==> src/sv/phr_pkg.sv <==
// ----------------------------------------------------------------------------
// phr_pkg: shared types and arithmetic helpers
// types, constants and small functions used by the hue rotation pipeline
// ----------------------------------------------------------------------------
`default_nettype none
package phr_pkg;

  localparam int unsigned StepsStage = 3;

  localparam logic [10:0] HueOfs256  = 11'd256;
  localparam logic [10:0] HueOfs768  = 11'd768;
  localparam logic [10:0] HueOfs1280 = 11'd1280;

  // state of one restoring divider in flight
  typedef struct packed {
    logic [15:0] rem;
    logic [8:0]  q;
    logic [8:0]  den;
  } div_t;

  // request after the front stage
  typedef struct packed {
    logic [7:0]  alpha;
    logic [7:0]  l;
    logic        gray;
    logic [10:0] hofs;
    logic        hneg;
    div_t        ds;
    div_t        dh;
  } front_t;

  // one quotient bit: compare against the divisor shifted by k
  function automatic div_t div_step(input div_t x, input int k);
    logic [16:0] sh;
    logic [16:0] r;
    div_t        y;
    y  = x;
    sh = 17'(x.den) << k;
    r  = {1'b0, x.rem};
    if (r >= sh) begin
      y.rem  = 16'(r - sh);
      y.q[k] = 1'b1;
    end
    return y;
  endfunction

  // floor(n / 255) by reciprocal with a one-step correction
  function automatic logic [9:0] div255(input logic [17:0] n);
    logic [33:0] prod;
    logic [9:0]  q0;
    logic signed [19:0] r;
    prod = 34'(n) * 34'd32897;
    q0   = 10'(prod >> 23);
    r    = 20'(signed'({2'b0, n})) - 20'(signed'({1'b0, 10'(q0) * 18'd0 + 18'(q0) * 18'd255}));
    if (r < 0) begin
      q0 = q0 - 10'd1;
    end else if (r >= 20'sd255) begin
      q0 = q0 + 10'd1;
    end
    return q0;
  endfunction

  // floor(n / 6) for n below 2048
  function automatic logic [8:0] div6(input logic [10:0] n);
    logic [27:0] prod;
    prod = 28'(n) * 28'd43691;
    return 9'(prod >> 18);
  endfunction

  // start of each hue sector on the 0..255 scale
  function automatic logic [7:0] sector_base(input logic [2:0] sec);
    logic [7:0] b;
    case (sec)
      3'd1:    b = 8'd42;
      3'd2:    b = 8'd85;
      3'd3:    b = 8'd128;
      3'd4:    b = 8'd170;
      3'd5:    b = 8'd213;
      default: b = 8'd0;
    endcase
    return b;
  endfunction

endpackage
`default_nettype wire

==> src/sv/pixel_hue_rotate_hsl.sv <==
// throughput: one pixel per clock while the output is not stalled; every stage holds one request
// the saturation and hue dividers are split over three slices of three bits
// stalls back up stage by stage, empty stages still fill while output waits
// reset (rst, synchronous, active high) empties the pipe and sets hue_shift 0
// ----------------------------------------------------------------------------
// pixel_hue_rotate_hsl: ARGB hue rotation through integer HSL
// rgb to hsl, add hue shift modulo 256, rebuild rgb; alpha passes through
// ----------------------------------------------------------------------------
`default_nettype none
module pixel_hue_rotate_hsl (
  input  wire logic        clk,
  input  wire logic        rst,
  input  wire logic        cfg_we,
  input  wire logic [7:0]  cfg_wdata,      // hue_shift
  input  wire logic        s_axis_tvalid,
  output logic             s_axis_tready,
  input  wire logic [31:0] s_axis_tdata,   // pixel_in[31:0]
  output logic             m_axis_tvalid,
  input  wire logic        m_axis_tready,
  output logic [31:0]      m_axis_tdata    // pixel_out[31:0]
);
  import phr_pkg::*;

  // configured hue offset; the user must write it only while the pipe is empty, the block does not enforce this
  logic [7:0] hue_shift;

  always_ff @(posedge clk) begin
    if (rst) begin
      hue_shift <= 8'd0;
    end else if (cfg_we) begin
      hue_shift <= cfg_wdata;
    end
  end

  // stage links: valid/ready pair plus the request carried along
  front_t f_data, d1_data, d2_data, d3_data;
  logic   f_vld, f_rdy, d1_vld, d1_rdy, d2_vld, d2_rdy, d3_vld, d3_rdy;

  // stage 0: max, min, lightness, divider setup
  phr_front u_front (
    .clk       (clk),
    .rst       (rst),
    .in_valid  (s_axis_tvalid),
    .in_ready  (s_axis_tready),
    .pixel     (s_axis_tdata),
    .out_valid (f_vld),
    .out_ready (f_rdy),
    .out_data  (f_data)
  );

  // stages 1..3: quotient bits 8..6, 5..3, 2..0
  phr_div #(.HI(8)) u_div0 (
    .clk (clk), .rst (rst),
    .in_valid (f_vld), .in_ready (f_rdy), .in_data (f_data),
    .out_valid (d1_vld), .out_ready (d1_rdy), .out_data (d1_data)
  );

  phr_div #(.HI(5)) u_div1 (
    .clk (clk), .rst (rst),
    .in_valid (d1_vld), .in_ready (d1_rdy), .in_data (d1_data),
    .out_valid (d2_vld), .out_ready (d2_rdy), .out_data (d2_data)
  );

  phr_div #(.HI(2)) u_div2 (
    .clk (clk), .rst (rst),
    .in_valid (d2_vld), .in_ready (d2_rdy), .in_data (d2_data),
    .out_valid (d3_vld), .out_ready (d3_rdy), .out_data (d3_data)
  );

  // stages 4..7: hue shift, v/y, ramp, channel rebuild into output register
  phr_back u_back (
    .clk       (clk),
    .rst       (rst),
    .hue_shift (hue_shift),
    .in_valid  (d3_vld),
    .in_ready  (d3_rdy),
    .in_data   (d3_data),
    .out_valid (m_axis_tvalid),
    .out_ready (m_axis_tready),
    .pixel     (m_axis_tdata)
  );

`ifndef SYNTH
  // requests in flight: accepted but not yet delivered
  logic [3:0] inflight;
  always_ff @(posedge clk) begin
    if (rst) begin
      inflight <= 4'd0;
    end else begin
      inflight <= 4'(inflight + 4'(s_axis_tvalid && s_axis_tready)
                  - 4'(m_axis_tvalid && m_axis_tready));
    end
  end

  a_depth: assert property (@(posedge clk) disable iff (rst) inflight <= 4'd8)
    else $error("more requests in flight than pipeline stages");

  a_no_ghost: assert property (@(posedge clk) disable iff (rst)
    m_axis_tvalid |-> inflight != 4'd0)
    else $error("output request without a matching input");

  a_reset_empty: assert property (@(posedge clk) disable iff (rst)
    $past(rst) |-> !m_axis_tvalid)
    else $error("output valid right after reset");
`endif

endmodule
`default_nettype wire

==> src/sv/phr_front.sv <==
// ----------------------------------------------------------------------------
// phr_front: channel analysis stage
// finds max, min, lightness and sets up the saturation and hue divisions
// ----------------------------------------------------------------------------
`default_nettype none
module phr_front (
  input  wire logic            clk,
  input  wire logic            rst,
  input  wire logic            in_valid,
  output logic                 in_ready,
  input  wire logic [31:0]     pixel,
  output logic                 out_valid,
  input  wire logic            out_ready,
  output phr_pkg::front_t      out_data
);
  import phr_pkg::*;

  logic [7:0]  r, g, b, mx, mn, c, d;
  logic [8:0]  sum, den;
  front_t      nxt;

  always_comb begin
    r   = pixel[23:16];
    g   = pixel[15:8];
    b   = pixel[7:0];
    mx  = (r > g) ? r : g;
    mx  = (mx > b) ? mx : b;
    mn  = (r < g) ? r : g;
    mn  = (mn < b) ? mn : b;
    sum = {1'b0, mx} + {1'b0, mn};
    d   = mx - mn;
    den = (sum[8:1] <= 8'd128) ? sum : 9'(10'd512 - {1'b0, sum});
    // hue sector selection, six cases
    if (r == mx) begin
      if (g == mn) begin nxt.hofs = HueOfs1280; nxt.hneg = 1'b0; c = b; end
      else begin nxt.hofs = HueOfs256; nxt.hneg = 1'b1; c = g; end
    end else if (g == mx) begin
      if (b == mn) begin nxt.hofs = HueOfs256; nxt.hneg = 1'b0; c = r; end
      else begin nxt.hofs = HueOfs768; nxt.hneg = 1'b1; c = b; end
    end else begin
      if (r == mn) begin nxt.hofs = HueOfs768; nxt.hneg = 1'b0; c = g; end
      else begin nxt.hofs = HueOfs1280; nxt.hneg = 1'b1; c = r; end
    end
    nxt.alpha  = pixel[31:24];
    nxt.l      = sum[8:1];
    nxt.gray   = (d == 8'd0);
    nxt.ds.rem = {d, 8'd0};
    nxt.ds.q   = '0;
    nxt.ds.den = den;
    nxt.dh.rem = {8'(mx - c), 8'd0};
    nxt.dh.q   = '0;
    nxt.dh.den = {1'b0, d};
  end

  assign in_ready = !out_valid || out_ready;

  always_ff @(posedge clk) begin
    if (rst) begin
      out_valid <= 1'b0;
    end else if (in_ready) begin
      out_valid <= in_valid;
    end
  end

  always_ff @(posedge clk) begin
    if (in_valid && in_ready) begin
      out_data <= nxt;
    end
  end

endmodule
`default_nettype wire

==> src/sv/phr_div.sv <==
// ----------------------------------------------------------------------------
// phr_div: divider slice
// three restoring quotient bits for both the saturation and hue divisions
// ----------------------------------------------------------------------------
`default_nettype none
module phr_div #(
  parameter int HI = 8
) (
  input  wire logic            clk,
  input  wire logic            rst,
  input  wire logic            in_valid,
  output logic                 in_ready,
  input  phr_pkg::front_t      in_data,
  output logic                 out_valid,
  input  wire logic            out_ready,
  output phr_pkg::front_t      out_data
);
  import phr_pkg::*;

  front_t nxt;

  always_comb begin
    nxt = in_data;
    for (int i = 0; i < int'(StepsStage); i++) begin
      nxt.ds = div_step(nxt.ds, HI - i);
      nxt.dh = div_step(nxt.dh, HI - i);
    end
  end

  assign in_ready = !out_valid || out_ready;

  always_ff @(posedge clk) begin
    if (rst) begin
      out_valid <= 1'b0;
    end else if (in_ready) begin
      out_valid <= in_valid;
    end
  end

  always_ff @(posedge clk) begin
    if (in_valid && in_ready) begin
      out_data <= nxt;
    end
  end

endmodule
`default_nettype wire

==> src/sv/phr_back.sv <==
// ----------------------------------------------------------------------------
// phr_back: hue shift and rgb rebuild
// four stages: hue and products, v and y, ramp product, channel select
// ----------------------------------------------------------------------------
`default_nettype none
module phr_back (
  input  wire logic            clk,
  input  wire logic            rst,
  input  wire logic [7:0]      hue_shift,
  input  wire logic            in_valid,
  output logic                 in_ready,
  input  phr_pkg::front_t      in_data,
  output logic                 out_valid,
  input  wire logic            out_ready,
  output logic [31:0]          pixel
);
  import phr_pkg::*;

  typedef struct packed {
    logic [7:0]  alpha;
    logic [7:0]  l;
    logic [8:0]  s;
    logic        lt;
    logic [15:0] vnum;
    logic [2:0]  sec;
    logic [8:0]  t;
  } st1_t;

  typedef struct packed {
    logic [7:0]  alpha;
    logic [8:0]  v;
    logic [8:0]  y;
    logic [2:0]  sec;
    logic [8:0]  t;
  } st2_t;

  typedef struct packed {
    logic [7:0]  alpha;
    logic [8:0]  v;
    logic [8:0]  y;
    logic [2:0]  sec;
    logic [17:0] p;
  } st3_t;

  logic [3:0] vld;
  logic [3:0] rdy;
  st1_t s1, s1_next;
  st2_t s2, s2_next;
  st3_t s3, s3_next;
  logic [31:0] pix_next;

  // stage 1: hue, shift, sector and v numerator
  logic [10:0] hsum;
  logic [8:0]  h6;
  logic [8:0]  hs;
  logic [7:0]  h;
  logic [10:0] h6x;
  always_comb begin
    hsum = in_data.hneg ? (in_data.hofs - 11'(in_data.dh.q))
                        : (in_data.hofs + 11'(in_data.dh.q));
    h6   = in_data.gray ? 9'd0 : div6(hsum);
    hs   = h6 + {1'b0, hue_shift};
    h    = hs[7:0];
    h6x  = 11'(h) * 11'd6;
    s1_next.alpha = in_data.alpha;
    s1_next.l     = in_data.l;
    s1_next.s     = in_data.gray ? 9'd0 : in_data.ds.q;
    s1_next.lt    = (in_data.l < 8'd128);
    s1_next.sec   = h6x[10:8];
    s1_next.t     = 9'(9'(h - sector_base(h6x[10:8])) * 9'd6);
    s1_next.vnum  = s1_next.lt ? 16'(17'(in_data.l) * (17'd255 + 17'(s1_next.s)))
                               : 16'(17'(in_data.l) * 17'(s1_next.s));
  end

  // stage 2: v and y
  logic [9:0] q1;
  always_comb begin
    q1 = div255({2'b0, s1.vnum});
    s2_next.alpha = s1.alpha;
    s2_next.sec   = s1.sec;
    s2_next.t     = s1.t;
    s2_next.v     = s1.lt ? q1[8:0] : 9'(10'(s1.l) + 10'(s1.s) - q1);
    s2_next.y     = 9'({s1.l, 1'b0} - s2_next.v);
  end

  // stage 3: ramp product
  always_comb begin
    s3_next.alpha = s2.alpha;
    s3_next.v     = s2.v;
    s3_next.y     = s2.y;
    s3_next.sec   = s2.sec;
    s3_next.p     = 18'(s2.v - s2.y) * 18'(s2.t);
  end

  // stage 4: x, z and channel order
  logic [9:0] px, pz;
  logic [10:0] xs;
  logic signed [11:0] zs;
  logic [8:0] x, z, cr, cg, cb;
  always_comb begin
    px = div255(s3.p);
    pz = div255(18'(s3.p + 18'd254));
    xs = 11'(s3.y) + 11'(px);
    x  = (xs > 11'd255) ? 9'd255 : xs[8:0];
    zs = 12'(signed'({3'b0, s3.v})) - 12'(signed'({2'b0, pz}));
    z  = (zs < 0) ? 9'd0 : zs[8:0];
    case (s3.sec)
      3'd1:    begin cr = z;    cg = s3.v; cb = s3.y; end
      3'd2:    begin cr = s3.y; cg = s3.v; cb = x;    end
      3'd3:    begin cr = s3.y; cg = z;    cb = s3.v; end
      3'd4:    begin cr = x;    cg = s3.y; cb = s3.v; end
      3'd5:    begin cr = s3.v; cg = s3.y; cb = z;    end
      default: begin cr = s3.v; cg = x;    cb = s3.y; end
    endcase
    pix_next = {s3.alpha, 24'd0} | (32'(cr) << 16) | (32'(cg) << 8) | 32'(cb);
  end

  assign rdy[3]   = !vld[3] || out_ready;
  assign rdy[2]   = !vld[2] || rdy[3];
  assign rdy[1]   = !vld[1] || rdy[2];
  assign rdy[0]   = !vld[0] || rdy[1];
  assign in_ready = rdy[0];
  assign out_valid = vld[3];

  always_ff @(posedge clk) begin
    if (rst) begin
      vld <= '0;
    end else begin
      if (rdy[0]) vld[0] <= in_valid;
      if (rdy[1]) vld[1] <= vld[0];
      if (rdy[2]) vld[2] <= vld[1];
      if (rdy[3]) vld[3] <= vld[2];
    end
  end

  always_ff @(posedge clk) begin
    if (in_valid && rdy[0]) s1 <= s1_next;
    if (vld[0] && rdy[1]) s2 <= s2_next;
    if (vld[1] && rdy[2]) s3 <= s3_next;
    if (vld[2] && rdy[3]) pixel <= pix_next;
  end

endmodule
`default_nettype wire
==> config.mk <==
export PLATFORM = sky130hd
export DESIGN_NAME = pixel_hue_rotate_hsl
export DESIGN_NICKNAME = d
export VERILOG_FILES = /design/src/sv/phr_pkg.sv /design/src/sv/pixel_hue_rotate_hsl.sv /design/src/sv/phr_front.sv /design/src/sv/phr_div.sv /design/src/sv/phr_back.sv
export SDC_FILE = /design/constraint.sdc
export NUM_CORES = 2
export LEC_CHECK = 0
export BUFFER_PORTS_ARGS = -buffer_cell sky130_fd_sc_hd__buf_2
export CORE_ASPECT_RATIO = 0.6
export CORE_MARGIN = 5
export CORE_UTILIZATION = 60
export CTS_CLUSTER_DIAMETER = 120
export DETAILED_ROUTE_END_ITERATION = 16
export PLACE_DENSITY = 0.76
export SYNTH_ARGS = -nofsm -noshare
export SYNTH_HDL_FRONTEND = slang
export SYNTH_HIERARCHICAL = 1
export SYNTH_SLANG_ARGS = --single-unit
==> constraint.sdc <==
create_clock -name clk -period 18.8 [get_ports clk]
set_input_delay 0.94 -clock clk [delete_from_list [all_inputs] [get_ports clk]]
set_output_delay 0.94 -clock clk [all_outputs]
set_load 0.01 [all_outputs]
=== Word-level counts from Yosys, hierarchy flattened ===
Index checks and enable logic that the tools add are counted.
Widths: inputs -> output; s select.

* Bits in registers: 459
* Output and inout port bits: 34
* Word-level logic and storage cells: 260

* Multipliers: 12
* Order comparisons: 32
* Bitwise logic cells: 3
* Equality and inequality tests: 15
* Muxes and demuxes: 48
* Add/subtract/negate cells: 41
* Reduce and logical (&&, ||, !) cells: 29

{| class="wikitable"
|+ Operators by type and width
! cell !! count
|-
| $mux 16 || 15
|-
| $pmux 9 s3 || 3
|-
| $mux 8 || 10
|-
| $mux 9 || 7
|-
| $mux 12 || 4
|-
| $sub 16x16->16 || 3
|-
| $eq 8x8->1 || 5
|-
| $mux 10 || 4
|-
| $pmux 8 s5 || 1
|-
| $ge 19x9->1 const B || 2
|-
| $lt 19x1->1 const B || 2
|-
| $sub 18x18->19 || 2
|-
| $mul 10x8->18 const B || 2
|-
| $mux 17 || 2
|-
| $mul 18x16->33 const B || 1
|-
| $ge 16x10->1 || 2
|-
| $ge 16x11->1 || 2
|-
| $ge 16x12->1 || 2
|-
| $ge 16x13->1 || 2
|-
| $ge 16x14->1 || 2
|-
| $ge 16x15->1 || 2
|-
| $ge 16x16->1 || 2
|-
| $ge 16x9->1 || 2
|-
| $mul 16x16->32 const B || 1
|-
| other kinds (56) || 100
|}

=== Depth between registers and ports, before layout ===
* Word-level depth: 14
* Mapped depth: 70
* Mapped depth without buffers: 68

=== Cells and area by module ===
Netlist, hierarchy kept.

{| class="wikitable"
|+ Modules (own cells, without submodules)
! module !! times used !! seq. area each (sq um) !! area each (sq um) !! cells an instance
|-
| phr_back || 1 || 5034.8 || 32466.1 || 3412
|-
| phr_div (u_div2) || 1 || 2932.8 || 7224.4 || 714
|-
| phr_div (u_div1) || 1 || 2932.8 || 6701.4 || 626
|-
| phr_div (u_div0) || 1 || 2932.8 || 6015.8 || 497
|-
| phr_front || 1 || 1341.3 || 4917.2 || 558
|-
| pixel_hue_rotate_hsl || 1 || 160.2 || 285.3 || 26
|}

=== Worst setup path after synthesis ===
No wires, ideal clock.

* Path kind: flip-flop to flip-flop
* Start point: register u_div2/out_data[9] (netlist bit)
* End point: register u_back/s1[8] (netlist bit), data pin
* Path buffers: 2
* Clock period less this slack: 12.466 ns
* Path slack: 6.334 ns
* Cell stages (with the launch flop): 63
* Library setup time: 0.260 ns
* Data arrival time: 12.207 ns
* Required time: 18.540 ns
* Path through: edfxtp_1 inv_1 ha_1 mux2_2 inv_1 ha_1 nor2b_1 o21ai_0 nand2b_1 a21o_1 a21o_1 a21o_1 a21o_1 a21o_1 a21o_1 xor2_1 fa_1 xor2_1 (+27 left out) buf_1 nor3b_1 mux2i_1 inv_1 a211o_1 ha_1 inv_1 fa_1 ha_1 fa_1 a21oi_1 nor2_1 nor2_1 o21bai_1 a21oi_1 xnor2_1 xnor2_1 xnor2_1

{| class="wikitable"
|+ RTL lines
! element !! line !! text
|-
| from (decl) || phr_div.sv:16 || <nowiki>output phr_pkg::front_t out_data</nowiki>
|-
| from (signal assigned) || phr_div.sv:42 || <nowiki>out_data <= nxt;</nowiki>
|-
| to (signal assigned) || phr_back.sv:137 || <nowiki>if (in_valid && rdy[0]) s1 <= s1_next;</nowiki>
|-
| to (decl) || phr_back.sv:47 || <nowiki>st1_t s1, s1_next;</nowiki>
|}

=== Worst setup path after layout ===
* Start point: register u_back/s3[2] (netlist bit)
* End point: register u_back.pixel[8], data pin

* Cells in the longest elaborated chain, start to end: 13
* Elaborated cells between the ends (all ways): 29
* Those cells by class: add/sub (9); mul (4); order compare (6); mux (8); bitwise (2)

{| class="wikitable"
|+ RTL lines
! element !! line !! text
|-
| from (decl) || phr_back.sv:49 || <nowiki>st3_t s3, s3_next;</nowiki>
|-
| from (signal assigned) || phr_back.sv:139 || <nowiki>if (vld[1] && rdy[2]) s3 <= s3_next;</nowiki>
|-
| $add 18x8->18 || phr_back.sv:102 || <nowiki>pz = div255(18'(s3.p + 18'd254));</nowiki>
|-
| $mul 18x16->33 || phr_pkg.sv:52 || <nowiki>prod = 34'(n) * 34'd32897;</nowiki>
|-
| $mul 10x8->18 || phr_pkg.sv:54 || <nowiki>r = 20'(signed'({2'b0, n})) - 20'(signed'({1'b0, 10'(q0) * 18'd0 + 18'(q0) * 18'd255}));</nowiki>
|-
| $sub 18x18->19 || phr_pkg.sv:54 ||
|-
| $ge 19x9->1 || phr_pkg.sv:57 || <nowiki>end else if (r >= 20'sd255) begin</nowiki>
|-
| $mux 10 || phr_pkg.sv:57 ||
|-
| $mux 10 || phr_pkg.sv:55 || <nowiki>if (r < 0) begin</nowiki>
|-
| $sub 9x10->11 || phr_back.sv:105 || <nowiki>zs = 12'(signed'({3'b0, s3.v})) - 12'(signed'({2'b0, pz}));</nowiki>
|-
| $lt 11x1->1 || phr_back.sv:106 || <nowiki>z = (zs < 0) ? 9'd0 : zs[8:0];</nowiki>
|-
| $mux 9 || phr_back.sv:106 ||
|-
| $pmux 9 s3 || phr_back.sv:107 || <nowiki>case (s3.sec)</nowiki>
|-
| $or 32x17->32 || phr_back.sv:115 || <nowiki>pix_next = {s3.alpha, 24'd0} | (32'(cr) << 16) | (32'(cg) << 8) | 32'(cb);</nowiki>
|-
| $or 32x9->32 * || phr_back.sv:115 ||
|-
| named net u_back.pix_next[8] || phr_back.sv:50 || <nowiki>logic [31:0] pix_next;</nowiki>
|-
| to (signal assigned) || phr_back.sv:140 || <nowiki>if (vld[2] && rdy[3]) pixel <= pix_next;</nowiki>
|-
| to (decl) || phr_back.sv:15 || <nowiki>output logic [31:0] pixel</nowiki>
|}

The timed path passes the listed nets; every way through them passes the cells marked *.
A chain may end at the register's enable or synchronous reset.

==> reports/qor.yml <==
clock_network:
  cts_setup_buffers: 0
  cts_hold_buf: 0
  cts-resized-gates: 0
  clk_path_buf_depth: 3
  cts.sinks: 466
  cts_tree: "yes"
  clk_latency_ps: 640
  path_clk_slew_ps: 70
  numCtsBuffers: 48
  clock_tree.root_cell: "clkbuf_16"
  htree_num_levels: 2
status:
  status: "finished clean"
placed_design:
  pre_cts_ws_ps: 4412
  placed_cells: 6876
  dp_hpwl_mm: 113.0
  gp_congestion: 0.9726
  numPortBuffers: 78
sta:
  hold_violations: 0
  fin_crit_sh_pct: 78.88
  finalClockSkew_ps: 51.09
  setup_viol: 0
  fmax_mhz: 67.43
  holdWs_ps: 419.3
  relSlewSlack_pct: 20.99
  slew_viol_final: 0
  rsz0062_at_grt: "false"
  period_needed_ps: 14830
  timing.final.ws_setup_ps: 3970
  worstMarginPinSlew_ps: 1183
  fin_setup_tns_ps: 0
global_routing:
  antenna_found_initial: 5
  grt_overflow: 0
  grt_usage_pct: 27.97
  grt_pass1_vias: 40740
  grt_pass1_wl_mm: 223.6
  grt_max_degree: 52
worst_setup_path:
  cp.depth: 50
  worstReg2RegStart: "u_back/s3[2]"
  r2r_slack_ps: 3970
  r2r-end: "u_back/pixel[8]"
  worstRegToRegCells: 50
  endpoint_kind: "flop"
  worstSetupPathType: "flop to flop"
  critPathMaxStageDelay_ps: 860
  crit_end: "u_back/pixel[8]"
  critPathMaxFanout: 10
  crit_top_cell: "ha_1"
  cp_slowest_cell: "xnor2_1"
  start_kind: "flop"
  crit_buf_inv: 6
  startpoint: "u_back/s3[2]"
  crit_family: "adder cells"
  crit_required_ps: 19260
  worstPathArrival_ps: 15290
synth:
  synth_warnings: 6
  syn_inst: 5660
  syn_area_per_cell_um2: 9.771
  syn_area_um2: 55300
floorplanning:
  rows: 86
  core-area_um2: 91570
  dieArea_um2: 98540
  ios: 79
  die_y_um: 245.2
  die_x_um: 401.9
  start_util_pct: 60.39
pwr:
  p_comb_share_pct: 73.7
  power.density_cell_area_nw_per_um2: 175.1
  leakagePower_nw: 26.38
  peakVddDrop_uv: 466.0
  swShare_pct: 46.32
  p_int_w: 0.005495
  power_switching_w: 0.004742
  power_frac_seq_pct: 16.3
  p_clk_share_pct: 10.0
final_layout:
  post-route-util_pct: 63.85
  syn_to_final_growth_pct: 5.726
  nNetsFinal: 6952
  multi_input_area_um2: 37740
  drive_gt1_share_pct: 6.784
  final_cell_count_no_fill: 6968
  seqCellArea_um2: 13830
  fill_cells: 7338
job:
  maxCapViolations: 0
worst_hold_path:
  hp-class: "flop to flop"
drt:
  postRouteAntennaNets: 0
  vias: 42020
  via_per_inst: 6.030
  drcViolationCount: 0
  wire_per_inst_um: 20.02
  drt-total-wl_mm: 139.5
  drt_iter0_drc: 4105
  first_pass_iters: 7
[final cells by class]
class,count,area share (%)
flip-flops and latches,466,23.66
diodes,2,0.008560
repair buffers,105,1.014
multi-input cells,4254,64.54
clock buffers,53,2.121
clock inverters,37,0.7597
inverters,819,5.258
well taps,1232,2.636
[sequential cells by signal, indices dropped and copies added (netlist names), 8 cells and up]
register / cells
hue_shift: 8
u_back/pixel: 32
u_back/s1: 53
u_back/s2: 36
u_back/s3: 44
u_div0/out_data: 97
u_div1/out_data: 97
u_div2/out_data: 47
u_front/out_data: 44
[cell usage in the layout, fill, tap and decap left out, types with 21 or more instances in the layout]
master     instances
ha_1             842
a211oi_1          38
or2_2             22
o21bai_1          34
nand2_1          351
o21ai_1           22
mux2_2            77
and3_1            26
o21a_1            58
xor2_1           117
and2_1           113
xnor2_1          240
nor3_1            91
o2111ai_1         21
a21oi_1          290
a31oi_1           27
o211ai_1          55
a21o_1           116
o21ai_0          206
conb_1            45
or3_1             25
nand4_1           44
o31ai_1           25
nor2_1           288
edfxtp_1         450
fa_1             371
nand3_1           78
mux2i_1           48
a21boi_0          32
buf_2             78
nand2b_1          70
o31a_1            22
clkbuf_16         48
inv_1            817
nor2b_1           89
buf_4             27
[worst min-delay path by stage]
| stage | startpoint | end | slack (ps) | cells after the start |
|---|---|---|---|---|
| finish | u_div1/out_data[85] | u_div2/out_data[85] | 420 | 0 |
| global route | u_div1/out_data[51] | u_div2/out_data[51] | 420 | 0 |
| CTS | u_div1/out_data[70] | u_div2/out_data[70] | 420 | 0 |
| detailed placement | u_front/out_data[80] | u_div0/out_data[80] | 400 | 0 |
| global placement | u_div0/out_data[88] | u_div1/out_data[88] | 400 | 0 |
| floorplan | u_back/s3[40] | u_back/pixel[25] | 400 | 0 |
[layer usage]
metal  routed length, µm  vias up  track usage (%)
met1               67080    20280            44.18
met4                2438        4            4.958
met5                  23        -                0
met2               55410     1756            39.03
met3               14520      205            6.737
li1                    -    19780                -
[power by group through the flow]
stage	Combinational, W	Sequential, W	Clock, W
5_1_grt	0.00833	0.00168	0.00109
2_1_floorplan	0.00598	0.00163	0
6_report	0.00754	0.00167	0.00103
3_5_place_dp	0.00734	0.00169	0
4_1_cts	0.00742	0.00167	0.00105
3_3_place_gp	0.00715	0.00168	0
[stage by stage]
| step | cell area, µm² | total power (W) |
|---|---|---|
| final | 58470 | 0.01024 |
| after global routing | 58470 | 0.01110 |
| after CTS | 58460 | 0.01013 |
| after detailed placement | 56780 | 0.009032 |
| after global placement | 56780 | 0.008832 |
| after floorplan | 55460 | 0.007608 |
No activity file was read; power rests on OpenSTA's default activity.
